`config.mk`:
```
export PLATFORM = sky130hd
export DESIGN_NAME = quick_find_union
export DESIGN_NICKNAME = d
export VERILOG_FILES = /design/src/rtl/qfu_pkg.sv /design/src/rtl/quick_find_union.sv /design/src/rtl/qfu_seq.sv /design/src/rtl/qfu_dpath.sv
export SDC_FILE = /design/constraint.sdc
export NUM_CORES = 2
export LEC_CHECK = 0
export ABC_AREA = 1
export BUFFER_PORTS_ARGS = -buffer_cell sky130_fd_sc_hd__buf_2
export CORE_UTILIZATION = 50
export CTS_CLUSTER_SIZE = 40
export DETAILED_ROUTE_END_ITERATION = 10
export GPL_TIMING_DRIVEN = 1
export PLACE_DENSITY = 0.65
export SLEW_MARGIN = 20
export SYNTH_ARGS = -nofsm -noshare
export SYNTH_HDL_FRONTEND = slang
export SYNTH_SLANG_ARGS = --single-unit
```
`constraint.sdc`:
```
create_clock -name clk -period 6.1 [get_ports clk]
set_input_delay 1.22 -clock clk [delete_from_list [all_inputs] [get_ports clk]]
set_output_delay 1.22 -clock clk [all_outputs]
set_load 0.05 [all_outputs]
```
`src/rtl/qfu_pkg.sv`:
```
// ============================================================================
// qfu_pkg : shared types and constants for the quick-find union block
// Table sizing, microcode step names, control word and status layouts.
// ============================================================================
package qfu_pkg;

    // Table sizing
    localparam int MaxElems = 256;
    localparam int AddrW    = $clog2(MaxElems);
    localparam int IdW      = AddrW;
    localparam int CountW   = AddrW + 1;

    // Microcode step addresses
    typedef enum logic [2:0] {
        ST_WAIT,
        ST_CHECK,
        ST_RDQ,
        ST_CMP,
        ST_SCAN,
        ST_OUT
    } step_t;

    // Table read address source
    typedef enum logic [1:0] {
        RD_P,
        RD_Q,
        RD_FIRST,
        RD_NEXT
    } rdsel_t;

    // Jump condition select
    typedef enum logic [2:0] {
        CC_ALWAYS,
        CC_ACCEPT,
        CC_BAD,
        CC_SAME,
        CC_LAST,
        CC_OUTFREE
    } cond_t;

    // Datapath control field of a microword
    typedef struct packed {
        logic   take_in;   // input port open
        logic   chk;       // capture index check
        rdsel_t rd_sel;    // table read address
        logic   lat_pid;   // capture id of p
        logic   lat_qid;   // capture id of q
        logic   scan_wr;   // relabel entry coming back from the table
        logic   load_out;  // load the result register
    } ctrl_t;

    // Full microword
    typedef struct packed {
        ctrl_t ctrl;
        cond_t cond;
        step_t jt;         // next step when condition holds
        step_t jf;         // next step otherwise
    } ucode_t;

    // Datapath status seen by the sequencer
    typedef struct packed {
        logic bad;         // an index is out of range
        logic same;        // ids of p and q match
        logic last;        // scan has reached the last entry in use
    } stat_t;

endpackage

```
`src/rtl/quick_find_union.sv`:
```
// ============================================================================
// quick_find_union : quick-find union over a table of component ids
// Top level: configuration register, sequencer, datapath, result register.
// ============================================================================
// Each item names elements p and q; if their ids differ, every entry among
// the first element_count entries holding p's id is rewritten to q's id.
// One item at a time. A union with good indices scans the first n entries
// (n = element_count, capped at 256) through the id table, which has one
// read and one write port, one entry per cycle; an already-joined pair
// skips the scan, and an index error skips both id reads and the scan. The result
// sits in an output register, so the next item is taken while it waits.
// After reset every element is its own component; no clearing pass is run.
module quick_find_union
    import qfu_pkg::*;
(
    input  logic              clk,
    input  logic              rst_n,
    // configuration write
    input  logic              cfg_valid,
    output logic              cfg_ready,
    input  logic [CountW-1:0] cfg_data,
    // input item
    input  logic              in_valid,
    output logic              in_stall,
    input  logic [AddrW-1:0]  elem_p,
    input  logic [AddrW-1:0]  elem_q,
    // result item
    output logic              out_valid,
    input  logic              out_stall,
    output logic              already_joined,
    output logic [IdW-1:0]    old_id_p,
    output logic [IdW-1:0]    id_q,
    output logic              index_error
);

    ctrl_t             ctrl;
    stat_t             stat;
    logic              out_free;
    logic              err;
    logic [IdW-1:0]    pid;
    logic [IdW-1:0]    qid;
    logic [CountW-1:0] count_reg;
    logic [CountW-1:0] count_eff;
    logic              out_valid_reg;
    logic              out_valid_next;
    logic              joined_reg;
    logic [IdW-1:0]    oldp_reg;
    logic [IdW-1:0]    idq_reg;
    logic              ierr_reg;

    // Element count register, capped at the table size
    assign cfg_ready = 1'b1;
    assign count_eff = (count_reg > CountW'(MaxElems)) ? CountW'(MaxElems) : count_reg;

    always_ff @(posedge clk or negedge rst_n)
    begin
        if (!rst_n)
            count_reg <= CountW'(MaxElems);
        else if (cfg_valid && cfg_ready)
            count_reg <= cfg_data;
    end

    assign in_stall = !ctrl.take_in;
    assign out_free = !out_valid_reg || !out_stall;

    qfu_seq u_seq
    (
        .clk      (clk),
        .rst_n    (rst_n),
        .in_valid (in_valid),
        .out_free (out_free),
        .stat     (stat),
        .ctrl     (ctrl)
    );

    qfu_dpath u_dpath
    (
        .clk       (clk),
        .rst_n     (rst_n),
        .ctrl      (ctrl),
        .in_valid  (in_valid),
        .elem_p    (elem_p),
        .elem_q    (elem_q),
        .count_eff (count_eff),
        .stat      (stat),
        .err       (err),
        .pid       (pid),
        .qid       (qid)
    );

    // Result register valid
    always_comb
    begin
        out_valid_next = out_valid_reg;
        if (ctrl.load_out && out_free)
            out_valid_next = 1'b1;
        else if (!out_stall)
            out_valid_next = 1'b0;
    end

    always_ff @(posedge clk or negedge rst_n)
    begin
        if (!rst_n)
            out_valid_reg <= 1'b0;
        else
            out_valid_reg <= out_valid_next;
    end

    // Result payload; rejected unions report zeros
    always_ff @(posedge clk)
    begin
        if (ctrl.load_out && out_free)
        begin
            joined_reg <= !err && (pid == qid);
            oldp_reg   <= err ? '0 : pid;
            idq_reg    <= err ? '0 : qid;
            ierr_reg   <= err;
        end
    end

    assign out_valid      = out_valid_reg;
    assign already_joined = joined_reg;
    assign old_id_p       = oldp_reg;
    assign id_q           = idq_reg;
    assign index_error    = ierr_reg;

endmodule

```
`src/rtl/qfu_seq.sv`:
```
// ============================================================================
// qfu_seq : microcode sequencer
// Step counter, control store and jump-condition select.
// ============================================================================
module qfu_seq
    import qfu_pkg::*;
(
    input  logic  clk,
    input  logic  rst_n,
    input  logic  in_valid,
    input  logic  out_free,
    input  stat_t stat,
    output ctrl_t ctrl
);

    step_t  upc_reg;
    step_t  upc_next;
    ucode_t uw;
    logic   cond_hit;

    // Control store
    always_comb
    begin
        uw = '0;
        case (upc_reg)
            ST_WAIT:
            begin
                uw.ctrl.take_in = 1'b1;
                uw.ctrl.rd_sel  = RD_P;
                uw.cond         = CC_ACCEPT;
                uw.jt           = ST_CHECK;
                uw.jf           = ST_WAIT;
            end
            ST_CHECK:
            begin
                uw.ctrl.chk     = 1'b1;
                uw.ctrl.rd_sel  = RD_P;
                uw.cond         = CC_BAD;
                uw.jt           = ST_OUT;
                uw.jf           = ST_RDQ;
            end
            ST_RDQ:
            begin
                uw.ctrl.rd_sel  = RD_Q;
                uw.ctrl.lat_pid = 1'b1;
                uw.cond         = CC_ALWAYS;
                uw.jt           = ST_CMP;
                uw.jf           = ST_CMP;
            end
            ST_CMP:
            begin
                uw.ctrl.rd_sel  = RD_FIRST;
                uw.ctrl.lat_qid = 1'b1;
                uw.cond         = CC_SAME;
                uw.jt           = ST_OUT;
                uw.jf           = ST_SCAN;
            end
            ST_SCAN:
            begin
                uw.ctrl.rd_sel  = RD_NEXT;
                uw.ctrl.scan_wr = 1'b1;
                uw.cond         = CC_LAST;
                uw.jt           = ST_OUT;
                uw.jf           = ST_SCAN;
            end
            ST_OUT:
            begin
                uw.ctrl.rd_sel   = RD_P;
                uw.ctrl.load_out = 1'b1;
                uw.cond          = CC_OUTFREE;
                uw.jt            = ST_WAIT;
                uw.jf            = ST_OUT;
            end
            default:
            begin
                uw.cond = CC_ALWAYS;
                uw.jt   = ST_WAIT;
                uw.jf   = ST_WAIT;
            end
        endcase
    end

    // Condition select
    always_comb
    begin
        case (uw.cond)
            CC_ALWAYS:  cond_hit = 1'b1;
            CC_ACCEPT:  cond_hit = in_valid;
            CC_BAD:     cond_hit = stat.bad;
            CC_SAME:    cond_hit = stat.same;
            CC_LAST:    cond_hit = stat.last;
            CC_OUTFREE: cond_hit = out_free;
            default:    cond_hit = 1'b1;
        endcase
    end

    assign upc_next = cond_hit ? uw.jt : uw.jf;
    assign ctrl     = uw.ctrl;

    // Step counter
    always_ff @(posedge clk or negedge rst_n)
    begin
        if (!rst_n)
            upc_reg <= ST_WAIT;
        else
            upc_reg <= upc_next;
    end

endmodule

```
`src/rtl/qfu_dpath.sv`:
```
// ============================================================================
// qfu_dpath : table datapath
// Component-id table with one read and one write port, per-entry written
// bits, index check and the relabel compare of the scan.
// ============================================================================
module qfu_dpath
    import qfu_pkg::*;
(
    input  logic              clk,
    input  logic              rst_n,
    input  ctrl_t             ctrl,
    input  logic              in_valid,
    input  logic [AddrW-1:0]  elem_p,
    input  logic [AddrW-1:0]  elem_q,
    input  logic [CountW-1:0] count_eff,
    output stat_t             stat,
    output logic              err,
    output logic [IdW-1:0]    pid,
    output logic [IdW-1:0]    qid
);

    logic [IdW-1:0]      mem [MaxElems];
    logic [MaxElems-1:0] wrt_reg;       // entry has been written since reset

    logic [AddrW-1:0] p_reg;
    logic [AddrW-1:0] q_reg;
    logic             err_reg;
    logic [IdW-1:0]   pid_reg;
    logic [IdW-1:0]   qid_reg;
    logic [AddrW-1:0] rd_addr;
    logic [AddrW-1:0] rd_addr_reg;
    logic [IdW-1:0]   rd_data_reg;
    logic             rd_wrt_reg;
    logic [IdW-1:0]   rd_id;
    logic             hit_wr;

    // Read address source
    always_comb
    begin
        case (ctrl.rd_sel)
            RD_P:     rd_addr = p_reg;
            RD_Q:     rd_addr = q_reg;
            RD_FIRST: rd_addr = '0;
            RD_NEXT:  rd_addr = rd_addr_reg + AddrW'(1);
            default:  rd_addr = p_reg;
        endcase
    end

    // Unwritten entry reads as its own index
    assign rd_id  = rd_wrt_reg ? rd_data_reg : IdW'(rd_addr_reg);
    assign hit_wr = ctrl.scan_wr && (rd_id == pid_reg);

    // Status to the sequencer
    assign stat.bad  = ({1'b0, p_reg} >= count_eff) || ({1'b0, q_reg} >= count_eff);
    assign stat.same = (rd_id == pid_reg);
    assign stat.last = ({1'b0, rd_addr_reg} == (count_eff - CountW'(1)));

    assign err = err_reg;
    assign pid = pid_reg;
    assign qid = qid_reg;

    // Table memory: registered read, scan write-back
    always_ff @(posedge clk)
    begin
        rd_data_reg <= mem[rd_addr];
        if (hit_wr)
            mem[rd_addr_reg] <= qid_reg;
    end

    // Written bits
    always_ff @(posedge clk or negedge rst_n)
    begin
        if (!rst_n)
            wrt_reg <= '0;
        else if (hit_wr)
            wrt_reg[rd_addr_reg] <= 1'b1;
    end

    // Operand and read-side registers
    always_ff @(posedge clk)
    begin
        rd_addr_reg <= rd_addr;
        rd_wrt_reg  <= wrt_reg[rd_addr];
        if (ctrl.take_in && in_valid)
        begin
            p_reg <= elem_p;
            q_reg <= elem_q;
        end
        if (ctrl.chk)
            err_reg <= stat.bad;
        if (ctrl.lat_pid)
            pid_reg <= rd_id;
        if (ctrl.lat_qid)
            qid_reg <= rd_id;
    end

    // Relabel only happens on a union with good indices
    assert property (@(posedge clk) disable iff (!rst_n)
        hit_wr |-> !err_reg)
        else $error("relabel during a rejected union");

    // Relabel stays inside the entries in use
    assert property (@(posedge clk) disable iff (!rst_n)
        hit_wr |-> ({1'b0, rd_addr_reg} < count_eff))
        else $error("relabel beyond element count");

    // Error flag follows the index check
    assert property (@(posedge clk) disable iff (!rst_n)
        ctrl.chk |=> (err_reg == $past(stat.bad)))
        else $error("error flag lost index check");

endmodule
```
==> reports/qor.yml <==
fin_crit_sh_pct: 82.7
slew_headroom_pct: 14.0
fin_worst_skew_ns: 0.0482
hold_viol: 0
synth_top_flop_cell: "edfxtp_1"
min_path_type: "input port to async pin"
area_delta_synth_final_pct: 9.59
critical_path_class: "register to register"
antenna_left: 0
first_global_vias: 69500
drt_wl_total_mm: 302
die_y_um: 460
grt_start_max_net_pins: 176
slew_violations: 0
clk_pin_slew_ns: 0.06
rows: 167
place.gp.congestion: 0.888
yosysSeqAreaShare_pct: 66.8
vias: 73100
min_period_ns: 5.04
yosys_warnings: 0
port_buffers: 49
required_ns: 6.84
start_kind: "register"
cts_made_buffers: 239
drcViolationCount: 0
final_util_pct: 55.4
synth_cell_type_count: 46
maxCapViolations: 0
synthArstFlopShare_pct: 11.3
setup_viol: 0
peakVddDrop_v: 0.000470
cp_max_fo: 88
die_area_um2: 212000
synthCells: 9841
postCtsHoldBufs: 0
max_freq_ghz: 0.198
grt_overflow_total: 0
vias_per_cell: 5.80
worstSetupEndpointType: "register"
p_per_area_nw_per_um2: 519
die_w_um: 460
arrival_ns: 5.79
cts_tree: "yes"
syn-num-nets: 9892
drive_gt1_share_pct: 6.14
layout_setup_ws_ns: 1.06
grt_first_pass_wirelength_mm: 449
ys_seq_elements: 2385
clockRootBuffer: "clkbuf_16"
cts_resized: 0
grt.busiest_layer: "met2"
drt_iter0_drc: 9448
status: "completed"
synth_top_area_share_pct: 60.1
antenna_found_initial: 9
met2_usage_pct: 43.9
place_ws_ns: 1.22
synth_area_leaders: "edfxtp_1 (60%), nand3_1 (10%), nand2_1 (6.7%)"
num-fill-cells: 17600
grt_setup_unrepaired: "no"
cts.sinks: 2385
dp_hpwl_mm: 164
post_cts_buffers: 0
worstMarginPinSlew_ns: 1.29
syn_avg_cell_area_um2: 10.7
insertion_delay_ns: 0.89
boundaryPins: 51
p_leak_nw: 45.2
synth_edf_count: 2099
largest_register_ffs: 2048
initial_core_util_pct: 50.5
setup-tns-final_ns: 0
synth_area_leader_cell: "edfxtp_1"
final_nets: 9647
firstDrtPassIters: 8
htreeDepth: 4
grt_use_total_pct: 28.3
synth_area_um2: 105000
coreArea_um2: 208000
grtUsageMet3_pct: 4.85
use_met1_pct: 39.7
clockBufferDepth: 3
wl_per_cell_um: 23.9
-- Yosys cell counts, types with 2 or more instances --
master / instances
nor2_1: 298
nand3_1: 2180
buf_4: 12
a21oi_1: 12
o211ai_1: 129
nand3b_1: 578
buf_1: 69
xnor2_1: 3
mux2_2: 4
inv_2: 8
clkinv_1: 4
nand4_1: 4
edfxtp_1: 2099
clkbuf_1: 163
a31oi_1: 3
o22ai_1: 4
nand2_4: 2
buf_2: 433
o21ai_1: 28
o21ai_0: 231
dfxtp_1: 17
nand2_1: 1876
xor2_1: 15
ha_1: 21
nor3_4: 2
inv_1: 1329
nor3_1: 6
or2_1: 2
a221oi_1: 2
dfrtp_1: 268
or2_2: 18
nand2_2: 7
-- worst paths after layout --
| kind | startpoint | to | slack (ns) | depth (start not counted) |
|---|---|---|---|---|
| min in group clk | u_dpath.wrt_reg[129]$_DFFE_PN0P_ | u_dpath.wrt_reg[129]$_DFFE_PN0P_ | 0.46 | 2 |
| worst max-delay path | u_seq.upc_reg[1]$_DFF_PN0_ | u_dpath.rd_data_reg[5]$_DFF_P_ | 1.06 | 17 |
| max in group asynchronous | rst_n | u_dpath.wrt_reg[20]$_DFFE_PN0P_ | 4.32 | 2 |
| worst min-delay path | rst_n | out_valid$_DFFE_PN0P_ | 0.39 | 1 |
| worst min register to register | u_dpath.wrt_reg[129]$_DFFE_PN0P_ | u_dpath.wrt_reg[129]$_DFFE_PN0P_ | 0.46 | 2 |
| worst max register to register | u_seq.upc_reg[1]$_DFF_PN0_ | u_dpath.rd_data_reg[5]$_DFF_P_ | 1.06 | 17 |
-- power by group --
part / internal (W) / switching, W
logic: 0.00662 / 0.0199
registers: 0.0185 / 0.000225
clock network: 0.00808 / 0.00627
total: 0.0332 / 0.0264
-- kinds of logic (layout without fill, tap and decap cells) --
group	count (synthesis)	in the layout	share of synthesized area, %
flops	2385	2385	66.8
mux	4	4	0.0429
fa+ha+maj	21	21	0.250
xor+xnor	18	18	0.150
simple gates	4979	4979	22.6
compound gates	414	414	2.31
other cells	1	7	0.00357
buf+inv	2019	1989	7.79
-- final cells by class --
type	count	area (µm²)	area share, %
clock buffers	327	6590	5.73
flip-flops and latches	2385	70100	61.0
multi-input cells	5437	26800	23.3
repair buffers	192	1840	1.60
well taps	2788	3490	3.03
clock inverters	129	1040	0.907
diodes	6	15.0	0.0131
inverters	1341	5060	4.40
-- cells in the final DEF, fill, tap and decap left out, types with 41 or more instances in the layout --
cell type,count
buf_12,41
buf_2,48
buf_4,102
clkbuf_1,66
clkbuf_16,244
clkinv_1,48
clkinv_2,54
dfrtp_1,268
edfxtp_1,2099
inv_1,1329
nand2_1,1868
nand3_1,2171
nand3b_1,578
nor2_1,298
o211ai_1,129
o21ai_0,231
-- worst max-delay path, stage by stage (launching register included) --
cell     delay (ns)
dfrtp_1        0.46
nor2_2         0.20
nand2_2        0.15
nand2_4        0.16
inv_2          0.11
nand2_8        0.47
nand2_8        0.48
inv_8          0.58
buf_12         0.35
nand2_1        0.09
nand3_1        0.13
nand3_1        0.11
nand3_1        0.15
nand3_1        0.15
nand3_1        0.16
nand3_1        0.30
nand3_1        0.57
nand2_1        0.12
-- per-layer routing --
metal	vias to the layer above	part of all wire [%]
met5	-	0.0043
met4	2	3.9
met3	603	9.7
met2	3869	46
met1	35700	41
li1	32900	-
-- through the flow --
stage | total power (W) | std cells | hold slack, ns | area [µm²]
3_5_place_dp | 0.0450 | 12100 | 0.444 | 107000
2_1_floorplan | 0.0357 | 9841 | 0.424 | 105000
3_3_place_gp | 0.0449 | 12100 | 0.438 | 107000
5_1_grt | 0.0620 | 12600 | 0.453 | 115000
6_report | 0.0596 | 12600 | 0.389 | 115000
4_1_cts | 0.0592 | 12600 | 0.407 | 115000
Power figures use the tool's default switching activity.
